===== src/rtl/rds_pkg.sv =====
// Package for the RSSI diversity selector: beat types, register map,
// reset values and mode codes. No dependencies.
package rds_pkg;

  localparam int unsigned ADC_BITS   = 12;
  localparam int unsigned LEVEL_W    = 7;
  localparam int unsigned COUNT_W    = 16;
  localparam int unsigned MARGIN_W   = 7;
  localparam int unsigned MODE_W     = 2;
  localparam int unsigned CFG_ADDR_W = 5;
  localparam int unsigned CFG_DATA_W = 32;
  localparam int unsigned REG_IDX_W  = 3;

  // (raw - low) * 100 needs ADC_BITS + 7 bits
  localparam int unsigned NUM_W      = ADC_BITS + LEVEL_W;
  localparam int unsigned QCNT_W     = 3;

  localparam logic [LEVEL_W-1:0] LEVEL_FULL = LEVEL_W'(100);
  localparam logic [COUNT_W-1:0] COUNT_MAX  = '1;

  // register indexes (byte address = 4 * index)
  localparam logic [REG_IDX_W-1:0] REG_A_CAL_LOW     = 3'd0;
  localparam logic [REG_IDX_W-1:0] REG_A_CAL_HIGH    = 3'd1;
  localparam logic [REG_IDX_W-1:0] REG_B_CAL_LOW     = 3'd2;
  localparam logic [REG_IDX_W-1:0] REG_B_CAL_HIGH    = 3'd3;
  localparam logic [REG_IDX_W-1:0] REG_SELECT_MODE   = 3'd4;
  localparam logic [REG_IDX_W-1:0] REG_SWITCH_MARGIN = 3'd5;
  localparam logic [REG_IDX_W-1:0] REG_HOLD_TICKS    = 3'd6;
  localparam logic [REG_IDX_W-1:0] REG_SETTLE_TICKS  = 3'd7;

  // select modes; the fourth code falls back to auto
  localparam logic [MODE_W-1:0] MODE_AUTO    = 2'd0;
  localparam logic [MODE_W-1:0] MODE_FORCE_A = 2'd1;
  localparam logic [MODE_W-1:0] MODE_FORCE_B = 2'd2;

  localparam logic RX_A = 1'b0;
  localparam logic RX_B = 1'b1;

  localparam logic REQ_TICK = 1'b0;
  localparam logic REQ_TUNE = 1'b1;

  localparam logic [ADC_BITS-1:0] RST_CAL_LOW       = '0;
  localparam logic [ADC_BITS-1:0] RST_CAL_HIGH      = '1;
  localparam logic [MODE_W-1:0]   RST_SELECT_MODE   = MODE_AUTO;
  localparam logic [MARGIN_W-1:0] RST_SWITCH_MARGIN = MARGIN_W'(5);
  localparam logic [COUNT_W-1:0]  RST_HOLD_TICKS    = COUNT_W'(100);
  localparam logic [COUNT_W-1:0]  RST_SETTLE_TICKS  = COUNT_W'(25);

  typedef struct packed {
    logic                req_type;
    logic [ADC_BITS-1:0] raw_a;
    logic [ADC_BITS-1:0] raw_b;
  } rds_req_t;

  typedef struct packed {
    logic               active_rx;
    logic [LEVEL_W-1:0] level_a;
    logic [LEVEL_W-1:0] level_b;
    logic               settled;
  } rds_rsp_t;

endpackage


===== src/rtl/rds_scale.sv =====
// Serial level scaler: maps a raw sample from its low..high range to 0..100.
// One restoring-division subtractor, one quotient bit per cycle. Uses rds_pkg.
module rds_scale import rds_pkg::*; (
  input  logic                clk_i,
  input  logic                rst_ni,
  input  logic                start_i,
  input  logic [ADC_BITS-1:0] raw_i,
  input  logic [ADC_BITS-1:0] low_i,
  input  logic [ADC_BITS-1:0] high_i,
  output logic                done_o,
  output logic [LEVEL_W-1:0]  level_o
);

  logic                busy_q, busy_d;
  logic                done_q, done_d;
  logic [QCNT_W-1:0]   cnt_q, cnt_d;
  logic [NUM_W-1:0]    rem_q, rem_d;
  logic [ADC_BITS-1:0] den_q, den_d;
  logic [LEVEL_W-1:0]  quo_q, quo_d;
  logic [LEVEL_W-1:0]  level_q, level_d;

  logic [ADC_BITS-1:0] diff;
  logic [ADC_BITS-1:0] span;
  logic [NUM_W:0]      trial;
  logic                fits;

  assign diff  = raw_i - low_i;
  assign span  = high_i - low_i;
  assign trial = {1'b0, rem_q} - ({1'b0, NUM_W'(den_q)} << cnt_q);
  assign fits  = ~trial[NUM_W];

  always_comb begin
    busy_d  = busy_q;
    done_d  = 1'b0;
    cnt_d   = cnt_q;
    rem_d   = rem_q;
    den_d   = den_q;
    quo_d   = quo_q;
    level_d = level_q;
    if (busy_q) begin
      if (fits) begin
        rem_d = trial[NUM_W-1:0];
      end
      quo_d = {quo_q[LEVEL_W-2:0], fits};
      cnt_d = cnt_q - QCNT_W'(1);
      if (cnt_q == '0) begin
        busy_d  = 1'b0;
        done_d  = 1'b1;
        level_d = {quo_q[LEVEL_W-2:0], fits};
      end
    end else if (start_i) begin
      priority if (raw_i <= low_i || high_i <= low_i) begin
        level_d = '0;
        done_d  = 1'b1;
      end else if (diff >= span) begin
        // quotient would reach 100 or more: clamp
        level_d = LEVEL_FULL;
        done_d  = 1'b1;
      end else begin
        // quotient stays below 100, so seven bits cover it
        rem_d  = NUM_W'(diff) * NUM_W'(LEVEL_FULL);
        den_d  = span;
        quo_d  = '0;
        cnt_d  = QCNT_W'(LEVEL_W - 1);
        busy_d = 1'b1;
      end
    end
  end

  always_ff @(posedge clk_i or negedge rst_ni) begin
    if (!rst_ni) begin
      busy_q <= 1'b0;
      done_q <= 1'b0;
      cnt_q  <= '0;
    end else begin
      busy_q <= busy_d;
      done_q <= done_d;
      cnt_q  <= cnt_d;
    end
  end

  always_ff @(posedge clk_i) begin
    rem_q   <= rem_d;
    den_q   <= den_d;
    quo_q   <= quo_d;
    level_q <= level_d;
  end

  assign done_o  = done_q;
  assign level_o = level_q;

endmodule


===== src/rtl/rssi_diversity_selector.sv =====
// RSSI antenna diversity selector: top level with register file, sequencer
// and output register. Uses rds_pkg and rds_scale.
//
// Usage:
//   Input beats (in_valid_i/in_stall_o) are either a tick with one raw sample
//   per receiver or a tune event that restarts the settle counter. Every
//   accepted beat yields exactly one result beat (out_valid_o/out_stall_i)
//   holding the selected receiver, both last levels and the settled flag.
//   One beat is in flight at a time: in_stall_o stays high from acceptance
//   until the result is loaded into the output register.
//   A tune event or a tick before the settle time ends goes from acceptance
//   straight to the output state. A settled tick scales both samples
//   one after the other on a single restoring divider (7 quotient bits,
//   one per cycle, or a direct result when the level clamps or is zero)
//   and then runs the selection before going to the output state.
//   A new beat is taken the cycle after the result is loaded, even while
//   the receiver still stalls it; the next result then waits in the
//   sequencer until the output register frees up.
//   Reset clears the state to receiver A, zero levels and counters, and
//   loads the register defaults. The APB port is always ready; write it
//   only while no beat is in flight.
module rssi_diversity_selector import rds_pkg::*; (
  input  logic                  clk_i,
  input  logic                  rst_ni,
  input  logic                  in_valid_i,
  output logic                  in_stall_o,
  input  rds_req_t              in_data_i,
  output logic                  out_valid_o,
  input  logic                  out_stall_i,
  output rds_rsp_t              out_data_o,
  input  logic                  psel,
  input  logic                  penable,
  input  logic                  pwrite,
  input  logic [CFG_ADDR_W-1:0] paddr,
  input  logic [CFG_DATA_W-1:0] pwdata,
  output logic [CFG_DATA_W-1:0] prdata,
  output logic                  pready
);

  localparam logic [2:0] ST_IDLE   = 3'd0;
  localparam logic [2:0] ST_RUN_A  = 3'd1;
  localparam logic [2:0] ST_WAIT_A = 3'd2;
  localparam logic [2:0] ST_RUN_B  = 3'd3;
  localparam logic [2:0] ST_WAIT_B = 3'd4;
  localparam logic [2:0] ST_SELECT = 3'd5;
  localparam logic [2:0] ST_OUT    = 3'd6;

  // configuration registers
  logic [ADC_BITS-1:0] a_cal_low_q, a_cal_high_q, b_cal_low_q, b_cal_high_q;
  logic [MODE_W-1:0]   select_mode_q;
  logic [MARGIN_W-1:0] switch_margin_q;
  logic [COUNT_W-1:0]  hold_ticks_q, settle_ticks_q;

  logic [2:0]          state_q, state_d;
  logic                current_rx_q, current_rx_d;
  logic                target_rx_q, target_rx_d;
  logic [COUNT_W-1:0]  hold_count_q, hold_count_d;
  logic [COUNT_W-1:0]  settle_count_q, settle_count_d;
  logic [LEVEL_W-1:0]  scaled_a_q, scaled_a_d;
  logic [LEVEL_W-1:0]  scaled_b_q, scaled_b_d;
  logic [ADC_BITS-1:0] raw_a_q, raw_b_q;
  logic                out_valid_q, out_valid_d;
  rds_rsp_t            out_data_q, out_data_d;

  logic                cfg_write;
  logic [REG_IDX_W-1:0] reg_idx;
  logic                in_accept;
  logic [COUNT_W-1:0]  settle_bumped;
  logic [COUNT_W-1:0]  hold_bumped;

  logic                scale_start;
  logic                scale_done;
  logic [LEVEL_W-1:0]  scale_level;
  logic [ADC_BITS-1:0] scale_raw, scale_low, scale_high;

  logic                a_gt, b_gt, best_rx;
  logic [LEVEL_W-1:0]  lead;

  assign cfg_write = psel & penable & pwrite;
  assign reg_idx   = paddr[CFG_ADDR_W-1:2];
  assign pready    = 1'b1;

  always_comb begin
    unique case (reg_idx)
      REG_A_CAL_LOW:     prdata = CFG_DATA_W'(a_cal_low_q);
      REG_A_CAL_HIGH:    prdata = CFG_DATA_W'(a_cal_high_q);
      REG_B_CAL_LOW:     prdata = CFG_DATA_W'(b_cal_low_q);
      REG_B_CAL_HIGH:    prdata = CFG_DATA_W'(b_cal_high_q);
      REG_SELECT_MODE:   prdata = CFG_DATA_W'(select_mode_q);
      REG_SWITCH_MARGIN: prdata = CFG_DATA_W'(switch_margin_q);
      REG_HOLD_TICKS:    prdata = CFG_DATA_W'(hold_ticks_q);
      REG_SETTLE_TICKS:  prdata = CFG_DATA_W'(settle_ticks_q);
      default:           prdata = '0;
    endcase
  end

  always_ff @(posedge clk_i or negedge rst_ni) begin
    if (!rst_ni) begin
      a_cal_low_q     <= RST_CAL_LOW;
      a_cal_high_q    <= RST_CAL_HIGH;
      b_cal_low_q     <= RST_CAL_LOW;
      b_cal_high_q    <= RST_CAL_HIGH;
      select_mode_q   <= RST_SELECT_MODE;
      switch_margin_q <= RST_SWITCH_MARGIN;
      hold_ticks_q    <= RST_HOLD_TICKS;
      settle_ticks_q  <= RST_SETTLE_TICKS;
    end else if (cfg_write && pready) begin
      unique case (reg_idx)
        REG_A_CAL_LOW:     a_cal_low_q     <= pwdata[ADC_BITS-1:0];
        REG_A_CAL_HIGH:    a_cal_high_q    <= pwdata[ADC_BITS-1:0];
        REG_B_CAL_LOW:     b_cal_low_q     <= pwdata[ADC_BITS-1:0];
        REG_B_CAL_HIGH:    b_cal_high_q    <= pwdata[ADC_BITS-1:0];
        REG_SELECT_MODE:   select_mode_q   <= pwdata[MODE_W-1:0];
        REG_SWITCH_MARGIN: switch_margin_q <= pwdata[MARGIN_W-1:0];
        REG_HOLD_TICKS:    hold_ticks_q    <= pwdata[COUNT_W-1:0];
        REG_SETTLE_TICKS:  settle_ticks_q  <= pwdata[COUNT_W-1:0];
        default: ;
      endcase
    end
  end

  assign in_stall_o = (state_q != ST_IDLE);
  assign in_accept  = in_valid_i & ~in_stall_o;

  assign settle_bumped = (settle_count_q == COUNT_MAX) ? COUNT_MAX
                                                       : settle_count_q + COUNT_W'(1);
  assign hold_bumped   = (hold_count_q == COUNT_MAX) ? COUNT_MAX
                                                     : hold_count_q + COUNT_W'(1);

  // shared scaler operands follow the sequencer
  assign scale_start = (state_q == ST_RUN_A) || (state_q == ST_RUN_B);
  assign scale_raw   = (state_q == ST_RUN_B) ? raw_b_q      : raw_a_q;
  assign scale_low   = (state_q == ST_RUN_B) ? b_cal_low_q  : a_cal_low_q;
  assign scale_high  = (state_q == ST_RUN_B) ? b_cal_high_q : a_cal_high_q;

  rds_scale u_scale (
    .clk_i   (clk_i),
    .rst_ni  (rst_ni),
    .start_i (scale_start),
    .raw_i   (scale_raw),
    .low_i   (scale_low),
    .high_i  (scale_high),
    .done_o  (scale_done),
    .level_o (scale_level)
  );

  assign a_gt    = scaled_a_q > scaled_b_q;
  assign b_gt    = scaled_b_q > scaled_a_q;
  assign best_rx = a_gt ? RX_A : (b_gt ? RX_B : current_rx_q);
  assign lead    = a_gt ? scaled_a_q - scaled_b_q
                        : (b_gt ? scaled_b_q - scaled_a_q : '0);

  always_comb begin
    state_d        = state_q;
    current_rx_d   = current_rx_q;
    target_rx_d    = target_rx_q;
    hold_count_d   = hold_count_q;
    settle_count_d = settle_count_q;
    scaled_a_d     = scaled_a_q;
    scaled_b_d     = scaled_b_q;
    out_data_d     = out_data_q;
    out_valid_d    = out_valid_q & out_stall_i;

    unique case (state_q)
      ST_IDLE: begin
        if (in_accept) begin
          if (in_data_i.req_type == REQ_TUNE) begin
            settle_count_d = '0;
            state_d        = ST_OUT;
          end else begin
            settle_count_d = settle_bumped;
            hold_count_d   = hold_bumped;
            state_d        = (settle_bumped >= settle_ticks_q) ? ST_RUN_A : ST_OUT;
          end
        end
      end
      ST_RUN_A: state_d = ST_WAIT_A;
      ST_WAIT_A: begin
        if (scale_done) begin
          scaled_a_d = scale_level;
          state_d    = ST_RUN_B;
        end
      end
      ST_RUN_B: state_d = ST_WAIT_B;
      ST_WAIT_B: begin
        if (scale_done) begin
          scaled_b_d = scale_level;
          state_d    = ST_SELECT;
        end
      end
      ST_SELECT: begin
        priority if (select_mode_q == MODE_FORCE_A) begin
          current_rx_d = RX_A;
        end else if (select_mode_q == MODE_FORCE_B) begin
          current_rx_d = RX_B;
        end else if (lead >= switch_margin_q) begin
          if (best_rx == target_rx_q) begin
            if (hold_count_q >= hold_ticks_q) begin
              current_rx_d = target_rx_q;
            end
          end else begin
            target_rx_d  = best_rx;
            hold_count_d = '0;
          end
        end else begin
          // lead too small: restart the hold
          hold_count_d = '0;
        end
        state_d = ST_OUT;
      end
      ST_OUT: begin
        // hold until the output register frees up
        if (!out_valid_q || !out_stall_i) begin
          out_data_d.active_rx = current_rx_q;
          out_data_d.level_a   = scaled_a_q;
          out_data_d.level_b   = scaled_b_q;
          out_data_d.settled   = (settle_count_q >= settle_ticks_q);
          out_valid_d          = 1'b1;
          state_d              = ST_IDLE;
        end
      end
      default: state_d = ST_IDLE;
    endcase
  end

  always_ff @(posedge clk_i or negedge rst_ni) begin
    if (!rst_ni) begin
      state_q        <= ST_IDLE;
      current_rx_q   <= RX_A;
      target_rx_q    <= RX_A;
      hold_count_q   <= '0;
      settle_count_q <= '0;
      scaled_a_q     <= '0;
      scaled_b_q     <= '0;
      out_valid_q    <= 1'b0;
    end else begin
      state_q        <= state_d;
      current_rx_q   <= current_rx_d;
      target_rx_q    <= target_rx_d;
      hold_count_q   <= hold_count_d;
      settle_count_q <= settle_count_d;
      scaled_a_q     <= scaled_a_d;
      scaled_b_q     <= scaled_b_d;
      out_valid_q    <= out_valid_d;
    end
  end

  always_ff @(posedge clk_i) begin
    out_data_q <= out_data_d;
    if (in_accept) begin
      raw_a_q <= in_data_i.raw_a;
      raw_b_q <= in_data_i.raw_b;
    end
  end

  assign out_valid_o = out_valid_q;
  assign out_data_o  = out_data_q;

endmodule


===== config.mk =====
export PLATFORM = sky130hd
export DESIGN_NAME = rssi_diversity_selector
export DESIGN_NICKNAME = d
export VERILOG_FILES = /design/src/rtl/rds_pkg.sv /design/src/rtl/rds_scale.sv /design/src/rtl/rssi_diversity_selector.sv
export SDC_FILE = /design/constraint.sdc
export NUM_CORES = 1
export LEC_CHECK = 0
export BUFFER_PORTS_ARGS = -buffer_cell sky130_fd_sc_hd__buf_4
export CAP_MARGIN = 0
export CORE_MARGIN = 1
export CORE_UTILIZATION = 45
export CTS_BUF_LIST = sky130_fd_sc_hd__clkbuf_16
export DETAILED_ROUTE_END_ITERATION = 10
export SETUP_SLACK_MARGIN = 0.3
export SYNTH_ARGS = -nofsm -noshare
export SYNTH_HDL_FRONTEND = slang
export SYNTH_SLANG_ARGS = --single-unit
export TNS_END_PERCENT = 20

===== constraint.sdc =====
create_clock -name clk_i -period 6.8 [get_ports clk_i]
set_input_delay 1.36 -clock clk_i [delete_from_list [all_inputs] [get_ports clk_i]]
set_output_delay 1.36 -clock clk_i [all_outputs]
set_load 0.1 [all_outputs]

Word-level counts from Yosys, hierarchy flattened
Cells that the tools add are included.

Register bits: 230. Input port bits: 69. Output and inout bits: 51. Word-level logic and storage cells: 185.

Add/sub/neg operators: 8. Multiply operators: 1. Magnitude comparators: 9. Equal/unequal tests: 30. Shifts and indexed selects: 1. Multiplexer cells: 60. Bitwise logic cells: 12. Reduce and logical (&&, ||, !) cells: 35.

Operators with widths (count): 32-bit case mux with 8 select lines (1); 16-bit two-way mux (9); 19-bit two-way mux (5); 7-bit two-way mux (7); 16-bit greater-or-equal comparator (3); 12-bit two-way mux (3); 16-bit by 1-bit adder with 16-bit output, second input constant (2); 16-bit equality test, second input constant (2); 16-bit case mux with 2 select lines (1); 3-bit two-way mux (10); 12-bit <= comparator (2); 6-bit two-way mux (4); 2-bit AND reduction (12); 12-bit subtractor (2); 3-bit equality test, second input constant (7); 3-bit case mux with 7 select lines (1); 12-bit by 3-bit << shifter with 20-bit output (1); 19-bit by 20-bit subtractor with 20-bit output (1); 1-bit two-way mux (19); 12-bit by 5-bit multiplier with 17-bit output, second input constant (1); 4-bit AND reduction (4); 3-bit nonzero test (5); 7-bit > comparator (2); 2-bit != test, second input constant (7); other kinds (20) (45).

Longest topological paths before layout
Gate-level depths: netlist of the first run.

Depth in word-level cells: 9. Mapped depth: 28. Depth with buffers taken out: 24.

Hierarchy
A second synthesis of the first run with hierarchy kept.

Cells, all modules: 1668. Area total of the unflattened synthesis: 16452.0 sq um.

By module, submodules not included: rssi_diversity_selector (times used 1, cells an instance 1029, area each 10612.7 sq um); rds_scale (times used 1, cells an instance 639, area each 5839.4 sq um).

Least setup slack after synthesis of the first run
OpenSTA, ideal clock, no wires.

Path type: input -> output. Start point: input port paddr[2]. End point: output port prdata[10]. Arrival: 4799 ps. Data required time: 5440 ps. Slack: 641 ps. Stages: 6. Cells stage by stage: clkbuf_1 clkbuf_1 clkbuf_1 buf_1 a22oi_1 o21ai_0.

Word-level cells in the longest chain between the ends: 2. Elaborated cells on any way between the ends: 9.

RTL lines: start, declared (line rssi_diversity_selector.sv:34) `input logic [CFG_ADDR_W-1:0] paddr,`; 3-bit equality test, or another cell as far along (line rssi_diversity_selector.sv:84) `unique case (reg_idx)`; 32-bit case mux with 8 select lines (*) (line rssi_diversity_selector.sv:84); end, declared (line rssi_diversity_selector.sv:36) `output logic [CFG_DATA_W-1:0] prdata,`.

Every way passes the cells marked *; elsewhere a longest branch is shown, timed or not. The select of a mux whose other input is x is not followed.

Worst setup path after layout of the first run
Start point: register state_q[1]. End point: register u_scale.rem_q[18], data pin.

Word-level cells in the longest chain between the ends: 8. Elaborated cells on any way between the ends: 9.

RTL lines: start, declared (line rssi_diversity_selector.sv:54) `logic [2:0] state_q, state_d;`; start signal, assigned (line rssi_diversity_selector.sv:237) `state_q <= state_d;`; 3-bit by 2-bit equality test with 1-bit output (*) (line rssi_diversity_selector.sv:132, rssi_diversity_selector.sv:133); 12-bit two-way mux (on tied branches) (line rssi_diversity_selector.sv:132, rssi_diversity_selector.sv:133); 12-bit subtractor (*) (line rds_scale.sv:27) `assign diff = raw_i - low_i;`; 12-bit by 5-bit multiplier with 17-bit output (*) (line rds_scale.sv:61) `rem_d = NUM_W'(diff) * NUM_W'(LEVEL_FULL);`; 19-bit two-way mux (*) (line rds_scale.sv:55) `end else if (diff >= span) begin`; 19-bit two-way mux (*) (line rds_scale.sv:52) `priority if (raw_i <= low_i || high_i <= low_i) begin`; 19-bit two-way mux (*) (line rds_scale.sv:51) `end else if (start_i) begin`; 19-bit two-way mux (*) (line rds_scale.sv:40) `if (busy_q) begin`; via u_scale.rem_d[18] (line rds_scale.sv:17) `logic [NUM_W-1:0] rem_q, rem_d;`; end signal, assigned (line rds_scale.sv:83) `rem_q <= rem_d;`; end, declared (line rds_scale.sv:17).

The timed path passes the listed nets; every way through them passes the cells marked *. The select of a mux whose other input is x is not followed. A chain may end at the register's enable or synchronous reset.

==> reports/results.txt, run 1 <==
outcome -> complete, no violations
CTS clock-pin slew for the worst setup and hold paths -> 0.06 ns
Die ar. -> 0.03731 mm2
Layout Nets -> 2056
synthesized flop and latch total -> 230
share of the synthesized area in the top cell type -> 0.1735
Hold WC Path Type -> flop to flop
register area -> 0.006216 mm2
mapped cell area -> 0.01644 mm2
GRT met1 Usage -> 0.3190
GRT met2 Usage -> 0.3563
largest net degree at the start of global routing -> 92
Min-Delay Endpoint -> out_data_o[7]
hold path startpoint -> scaled_b_q[6]
drt drc -> 0
via count -> 12740
Synth cell types -> 84
Starting DRT DRC Count -> 639
die span in y -> 193.2 um
final WL -> 40040 um
Slew HR -> 0.2606
Synth Area in Adders -> 0.1430
clk_lat worst skew -> 0.56 ns
placed insts -> 2240
TritonCTS clock tree -> built
Final HPWL DP -> 29910 um
hold buffers post-CTS -> 0
reg2reg end -> u_scale.rem_q[18]
compound-cell area share of the yosys netlist -> 0.1714
Synth Area in Simple Gates -> 0.1425
CTS sink count -> 230
Final period util -> 0.9068
total grt overflow -> 0
Clock Skews -> 0.01640 ns
fmax -> 0.1622 GHz
Slew Viols, Final -> 0
max cap viols -> 0
initial antenna violation count -> 0
synthesized area per cell -> 9.417 um2
Mapped Cells -> 1746
fillers -> 3316
Wirelength per Cell -> 17.47 um
Die W -> 193.2 um
EDFF count, synth -> 84
Routed Antenna Nets -> 0
worst path required time -> 7.10 ns
antenna cells -> 0
largest cells by area after synthesis -> dfrtp_1 (17%), edfxtp_1 (15%), ha_1 (13%)
RSZ-0062 raised after global routing -> no
xor and xnor area share after synthesis -> 0.03409
CTS Buf Count -> 28
Synth area leader -> dfrtp_1
largest family of logic cells by synthesized area -> compound AO/OA/AOI/OAI gates
1st-pass router iterations -> 7
vias per cell -> 5.559
Hold Path Depth -> 0
post-CTS setup buffer count -> 0
final RePlAce weighted congestion -> 0.8597
FFs w/ async S/R, synth -> 0.6348
Cell Count, Final, Fillers Out -> 2292
gr usage total -> 0.2217
Slew @ Worst Pin -> 1.109 ns
vias in the first global route -> 12300
row cnt -> 69
CP Launch Type -> flop
register area share after synthesis -> 0.3781
share of cells above drive strength 1 -> 0.1415
Crit Reg-Reg Startpoint -> state_q[1]
port buffer count -> 84
GR Util met3 -> 0.02570
Clock Tree Buf Depth -> 3
Most used DFF post-synth -> dfrtp_1
Multi-input gate area -> 0.009378 mm2
Initial Utilization -> 0.4600
multiplexer share of the synthesized area -> 0.07366
minimum clock period -> 6.167 ns
first-pass GRT wire length -> 65300 um
clock root cell -> clkbuf_16
I/O pin count -> 120
flop2flop setup slack -> 0.63 ns
setup violators final -> 0
final setup TNS -> 0 ns
Layout area overhead -> 12.11%
worst reg2reg path depth -> 22
Ys Warns -> 0
H-tree levels -> 1
crit-path max FO -> 14
crit path DAT -> 6.46 ns
Hold Violations, Final -> 0
core box area -> 0.03574 mm2
Critical Path End Type -> flop
Top Usage Layer GRT -> met2
worst setup path class -> flop to flop
==> routing by layer <==
layer,share of wire,wire [um]
met5,0,0
met4,0.021,833
met3,0.036,1455
met2,0.45,18040
met1,0.49,19710
==> kinds of logic after synthesis <==
kind of cell | Yosys count
multiplexers | 104
AO/OA/AOI/OAI | 437
XOR/XNOR | 64
flip-flops | 230
buffers and inverters | 229
other | 2
AND/OR/NAND/NOR | 498
adder cells (fa/ha/maj) | 182
==> cells in the final DEF (no fill, tap or decap), types with 30 or more instances in the layout <==
cell       count
xnor2_1       35
nand2_1      204
dfstp_2       32
mux2i_1       41
clkbuf_16     30
nand3_1       30
ha_1         167
a21o_1        44
o21ai_0      130
nand2b_1      33
nor2_1       102
buf_4        102
mux2_2        53
a21oi_1       82
edfxtp_1      84
inv_1        156
dfrtp_1      114
==> worst max-delay path: stages, from the launching register on <==
cell,delay [ns]
dfrtp_1,0.44
and3b_2,0.29
buf_4,0.26
mux2i_2,0.31
ha_1,0.19
inv_1,0.06
fa_1,0.42
a211o_1,0.32
a2111oi_1,0.38
nand3b_1,0.17
ha_1,0.24
ha_1,0.28
inv_1,0.05
fa_1,0.53
inv_1,0.04
ha_1,0.32
or2_2,0.32
a21oi_1,0.21
o31ai_1,0.14
o41ai_1,0.33
xnor2_1,0.22
a211oi_1,0.28
nand3_1,0.10
==> state kept, by name, indices dropped and copies added, names as in the netlist, 12 cells and up <==
| register | count |
|---|---|
| hold_ticks_q | 16 |
| settle_count_q | 16 |
| u_scale.den_q | 12 |
| b_cal_low_q | 12 |
| settle_ticks_q | 16 |
| out_data_o | 16 |
| raw_a_q | 12 |
| b_cal_high_q | 12 |
| u_scale.rem_q | 19 |
| hold_count_q | 16 |
| a_cal_high_q | 12 |
| raw_b_q | 12 |
| a_cal_low_q | 12 |
==> worst max-delay path by stage <==
stage | start | slack [ns] | end
final | state_q[1] | 0.63 | u_scale.rem_q[18]
after CTS | state_q[1] | 0.54 | u_scale.rem_q[18]
after global placement | state_q[1] | 0.64 | u_scale.rem_q[18]
after detailed placement | state_q[1] | 0.57 | u_scale.rem_q[18]
after floorplan | paddr[2] | 0.64 | prdata[10]
after global routing | state_q[1] | 0.33 | u_scale.rem_q[18]
==> final cells by class <==
type | instances | area share
clock buffers | 30 | 0.04072
inverters | 144 | 0.02932
well taps | 461 | 0.03129
multi-input cells | 1302 | 0.5087
flip-flops and latches | 230 | 0.3372
clock inverters | 22 | 0.01059
repair buffers | 103 | 0.04215
==> what timing repair did <==
action	4_1_cts	5_1_grt
gates resized for setup	0	2
endpoints found under the setup margin	0	2
endpoints found under the hold margin	0	0
==> cells in the mapped netlist, types with 4 or more instances <==
library cell,number
o31ai_1,13
mux4_2,8
nor2_1,103
and4_1,6
or2_2,7
nand2b_1,33
inv_1,144
o21ai_0,130
nand3_1,30
xor2_1,29
dfrtp_1,114
o22ai_1,6
a211oi_1,11
a22oi_1,9
o21bai_1,8
clkbuf_1,54
a221oi_1,4
a311oi_1,5
o41ai_1,6
o31a_1,5
nand2_1,204
buf_1,10
or3_1,15
o211ai_1,12
a22o_1,21
nor3b_1,5
nand4_1,13
o21a_1,13
a21oi_1,82
edfxtp_1,84
a21o_1,44
and3_1,11
fa_1,11
nor3_1,25
mux2i_1,42
xnor2_1,35
a31oi_1,15
and2_1,13
buf_4,17
dfstp_2,32
o21ai_1,13
ha_1,167
mux2_2,53
nor2b_1,15
==> per-stage QoR <==
stage,hold slack [ns],utilization,area (um2),worst slack (ns)
detailed placement,0.4656,0.4891,17480,0.5661
floorplan,0.4506,-,16500,0.6410
global route,0.4989,0.5158,18430,0.3314
CTS,0.4834,0.5156,18430,0.5439
finish,0.4889,0.5158,18430,0.6334
global placement,0.4698,0.4891,17480,0.6403
Power of run 1 is not shown: default switching activity piles up to over one toggle a cycle in this logic, so the estimate is an artifact.
==> run 2, diff against run 1 <==
--- a/config.mk
+++ b/config.mk
@@ -7,10 +7,13 @@
 export LEC_CHECK = 0
 export BUFFER_PORTS_ARGS = -buffer_cell sky130_fd_sc_hd__buf_4
 export CAP_MARGIN = 0
+export CELL_PAD_IN_SITES_DETAIL_PLACEMENT = 0
+export CELL_PAD_IN_SITES_GLOBAL_PLACEMENT = 1
 export CORE_MARGIN = 1
 export CORE_UTILIZATION = 45
 export CTS_BUF_LIST = sky130_fd_sc_hd__clkbuf_16
 export DETAILED_ROUTE_END_ITERATION = 10
+export PLACE_DENSITY_LB_ADDON = 0.1
 export SETUP_SLACK_MARGIN = 0.3
 export SYNTH_ARGS = -nofsm -noshare
 export SYNTH_HDL_FRONTEND = slang
==> run 2 against run 1 <==
Effect of this change: critical endpoint is now u_scale.rem_q[17]; highest routed layer unchanged; design area fell by 0.43%; setup slack improved by 0.22 ns; largest cell class unchanged; fmax is 3.6% higher.
==> reports/results.txt, run 2 (synthesized netlist as in run 1, its figures left out) <==
initial antenna violation count -> 0
core box area -> 0.03574 mm2
Clock Skews -> 0.01069 ns
final setup TNS -> 0 ns
most common cell after layout, fill and taps aside -> nand2_1
Critical Path End Type -> flop
antenna cells -> 0
Final HPWL DP -> 31620 um
crit path DAT -> 6.23 ns
hold buffers post-CTS -> 0
Clock Tree Buf Depth -> 3
fmax -> 0.1681 GHz
CP Launch Point -> state_q[0]
post-CTS setup buffer count -> 0
crit-path max FO -> 20
Slew HR -> 0.2251
die span in y -> 193.2 um
total grt overflow -> 0
Slew Viols, Final -> 0
first-pass GRT wire length -> 67300 um
Hold Violations, Final -> 0
port buffer count -> 84
RSZ-0062 raised after global routing -> no
Hold WC Path Type -> flop to flop
Final period util -> 0.8749
minimum clock period -> 5.950 ns
hold path startpoint -> u_scale.level_o[0]
TritonCTS clock tree -> built
1st-pass router iterations -> 7
clk_lat worst skew -> 0.56 ns
Layout Nets -> 2058
max reg flops -> 19
H-tree levels -> 1
largest net degree at the start of global routing -> 92
worst path required time -> 7.08 ns
CTS Buf Count -> 29
vias per cell -> 5.559
Starting DRT DRC Count -> 670
share of cells above drive strength 1 -> 0.1429
Layout area overhead -> 11.64%
via count -> 12760
CP Launch Type -> flop
Wirelength per Cell -> 18.15 um
setup violators final -> 0
final RePlAce weighted congestion -> 0.8679
clock root cell -> clkbuf_16
CTS sink count -> 230
Crit Reg-Reg Startpoint -> state_q[0]
most frequent cells in the layout -> nand2_1 (204), ha_1 (167), inv_1 (151)
gr usage total -> 0.2296
worst setup path class -> flop to flop
Routed Antenna Nets -> 0
I/O pin count -> 120
vias in the first global route -> 12300
Die W -> 193.2 um
max cap viols -> 0
fillers -> 3384
final core occ -> 0.5135
Top reg by flops -> u_scale.rem_q
drt drc -> 0
Initial Utilization -> 0.4600
Die ar. -> 0.03731 mm2
Slew @ Worst Pin -> 1.157 ns
CTS clock-pin slew for the worst setup and hold paths -> 0.06 ns
outcome -> complete, no violations
row cnt -> 69
PostCTS Resize Cnt -> 0
final WL -> 41650 um
[run 2: critical path, cell delays in order, from the launching register on]
cell	delay, ns
dfrtp_1	0.43
and3b_1	0.46
buf_4	0.35
nand2_1	0.09
nand2_1	0.07
ha_1	0.24
a21o_1	0.18
a31oi_1	0.32
o31ai_1	0.19
a31o_2	0.27
a21oi_1	0.18
xnor2_1	0.28
ha_1	0.32
ha_1	0.30
ha_1	0.30
ha_1	0.37
and2_1	0.17
a31o_2	0.21
a41o_1	0.22
o41ai_1	0.33
xor2_1	0.28
mux2i_1	0.11
[run 2: worst paths after layout]
check / end / slack (ns) / cells past startpoint
worst max-delay path: u_scale.rem_q[17] / 0.85 / 21
worst min-delay path: scaled_a_q[0] / 0.49 / 2
worst max register to register: u_scale.rem_q[17] / 0.85 / 21
worst min register to register: scaled_a_q[0] / 0.49 / 2
max in group asynchronous: settle_count_q[3] / 4.66 / 2
min in group asynchronous: settle_count_q[13] / 0.87 / 1
[run 2: through the flow]
step / instance area [um2] / std cells / hold slack [ns] / setup WS, ns
global placement: 17490 / 2241 / 0.4729 / 0.8383
global route: 18360 / 2295 / 0.4988 / 0.4221
floorplan: 16500 / 1761 / 0.4506 / 0.6410
CTS: 18360 / 2295 / 0.4860 / 0.7948
detailed placement: 17490 / 2241 / 0.4681 / 0.8366
finish: 18360 / 2295 / 0.4851 / 0.8504
[run 2: layout make-up]
class | instances | area, um2 | area share
clock buffer | 29 | 725.7 | 0.03954
sequential | 230 | 6216 | 0.3387
multi-input combinational | 1302 | 9369 | 0.5104
inverter | 144 | 540.5 | 0.02945
clock inverter | 25 | 142.6 | 0.007771
timing repair buffer | 104 | 784.5 | 0.04274
tap | 461 | 576.8 | 0.03142
[run 2: routing by layer]
metal	part of all wire	track usage	wire, um
met5	0	0	0
met4	0.023	0.05739	960
met3	0.032	0.02534	1352
met2	0.44	0.3592	18530
met1	0.50	0.3370	20800
Power of run 2 is left out for the same reason.
==> run 3, diff against run 2 <==
--- a/config.mk
+++ b/config.mk
@@ -13,7 +13,7 @@
 export CORE_UTILIZATION = 45
 export CTS_BUF_LIST = sky130_fd_sc_hd__clkbuf_16
 export DETAILED_ROUTE_END_ITERATION = 10
-export PLACE_DENSITY_LB_ADDON = 0.1
+export PLACE_DENSITY = 0.74
 export SETUP_SLACK_MARGIN = 0.3
 export SYNTH_ARGS = -nofsm -noshare
 export SYNTH_HDL_FRONTEND = slang
==> run 3 against run 2 <==
Effect of this change: register-to-register slack got worse by 0.15 ns; via count decreased by 1.5%; setup slack worse by 0.15 ns; cell count decreased by 0.44%; hold slack improved by 0.0052 ns; first-iteration DRC count grew 14%; critical path type unchanged.
==> reports/results.txt, run 3 (synthesized netlist as in run 1, its figures left out) <==
clock root cell -> clkbuf_16
fmax -> 0.1639 GHz
row cnt -> 69
crit-path max FO -> 16
PostCTS Resize Cnt -> 0
I/O pin count -> 120
hold buffers post-CTS -> 0
Slew HR -> 0.1917
Critical Path End Type -> flop
final WL -> 40850 um
RSZ-0062 raised after global routing -> no
Hold Violations, Final -> 0
most common cell after layout, fill and taps aside -> nand2_1
most frequent cells in the layout -> nand2_1 (204), ha_1 (167), inv_1 (146)
Wirelength per Cell -> 17.88 um
1st-pass router iterations -> 7
max reg flops -> 19
Initial Utilization -> 0.4600
Clock Skews -> 0.02043 ns
Layout area overhead -> 11.88%
CP Launch Type -> flop
antenna cells -> 0
post-CTS setup buffer count -> 0
final RePlAce weighted congestion -> 0.8250
vias per cell -> 5.498
outcome -> complete, no violations
Min-Delay Endpoint -> out_data_o[10]
CTS clock-pin slew for the worst setup and hold paths -> 0.06 ns
flop2flop setup slack -> 0.70 ns
final setup TNS -> 0 ns
Final period util -> 0.8974
clk_lat worst skew -> 0.55 ns
H-tree levels -> 1
Hold Path Depth -> 0
Final HPWL DP -> 30700 um
Hold WC Path Type -> flop to flop
minimum clock period -> 6.102 ns
fillers -> 3365
drt drc -> 0
first-pass GRT wire length -> 65500 um
Top reg by flops -> u_scale.rem_q
worst setup path class -> flop to flop
initial antenna violation count -> 0
Clock Tree Buf Depth -> 3
die span in y -> 193.2 um
CTS sink count -> 230
worst path required time -> 7.07 ns
core box area -> 0.03574 mm2
Crit Reg-Reg Startpoint -> state_q[0]
via count -> 12560
setup violators final -> 0
final hold slack -> 0.4902 ns
worst reg2reg path depth -> 21
Die W -> 193.2 um
Layout Nets -> 2051
max cap viols -> 0
Slew @ Worst Pin -> 1.206 ns
total grt overflow -> 0
share of cells above drive strength 1 -> 0.1420
Die ar. -> 0.03731 mm2
crit path DAT -> 6.37 ns
largest net degree at the start of global routing -> 79
Routed Antenna Nets -> 0
hold path startpoint -> scaled_a_q[2]
reg2reg end -> u_scale.rem_q[17]
CTS Buf Count -> 26
Starting DRT DRC Count -> 761
TritonCTS clock tree -> built
port buffer count -> 84
vias in the first global route -> 12010
gr usage total -> 0.2237
Slew Viols, Final -> 0
-- run 3: how the worst max path moves through the flow --
stage | end | startpoint | slack, ns | depth (start not counted)
3_5_place_dp | u_scale.rem_q[18] | state_q[2] | 0.75 | 22
3_3_place_gp | u_scale.rem_q[18] | state_q[2] | 0.79 | 22
2_1_floorplan | prdata[10] | paddr[2] | 0.64 | 6
6_report | u_scale.rem_q[17] | state_q[0] | 0.70 | 21
4_1_cts | u_scale.rem_q[18] | state_q[2] | 0.72 | 22
5_1_grt | u_scale.rem_q[17] | state_q[2] | 0.38 | 21
-- run 3: critical path, stage by stage (launching register included) --
cell	delay, ns
dfrtp_1	0.42
and3b_1	0.47
buf_4	0.35
nand2_1	0.09
nand2_1	0.06
ha_1	0.24
a21o_1	0.19
a31oi_1	0.34
o31ai_1	0.22
a31o_2	0.28
a21oi_1	0.16
xnor2_1	0.30
ha_1	0.34
ha_1	0.29
ha_1	0.30
ha_1	0.38
and2_1	0.18
a31o_2	0.21
a41o_1	0.22
o41ai_1	0.33
xor2_1	0.30
mux2i_1	0.12
-- run 3: layout make-up --
type,instances,area (um2),area share
Clock buffer,28,700.7,0.03809
Clock inverter,20,240.2,0.01306
Inverter,144,540.5,0.02938
Multi-Input combinational cell,1302,9366,0.5092
Sequential cell,230,6216,0.3379
Tap cell,461,576.8,0.03136
Timing Repair Buffer,100,754.5,0.04101
-- run 3: through the flow --
stage	area (um2)	util	std cells	setup slack, ns
global placement	17450	0.4883	2237	0.7857
finish	18400	0.5147	2285	0.6977
floorplan	16500	-	1761	0.6410
CTS	18400	0.5147	2285	0.7161
detailed placement	17450	0.4883	2237	0.7493
global route	18400	0.5147	2285	0.3818
-- run 3: routing by layer --
layer	routed length (um)	GRT usage	part of all wire	vias to the layer above
li1	-	-	-	6334
met1	20640	0.3298	0.51	5996
met2	18220	0.3549	0.45	190
met3	1217	0.02371	0.030	44
met4	776	0.04387	0.019	0
met5	0	0	0	-
Power of run 3 is left out for the same reason.
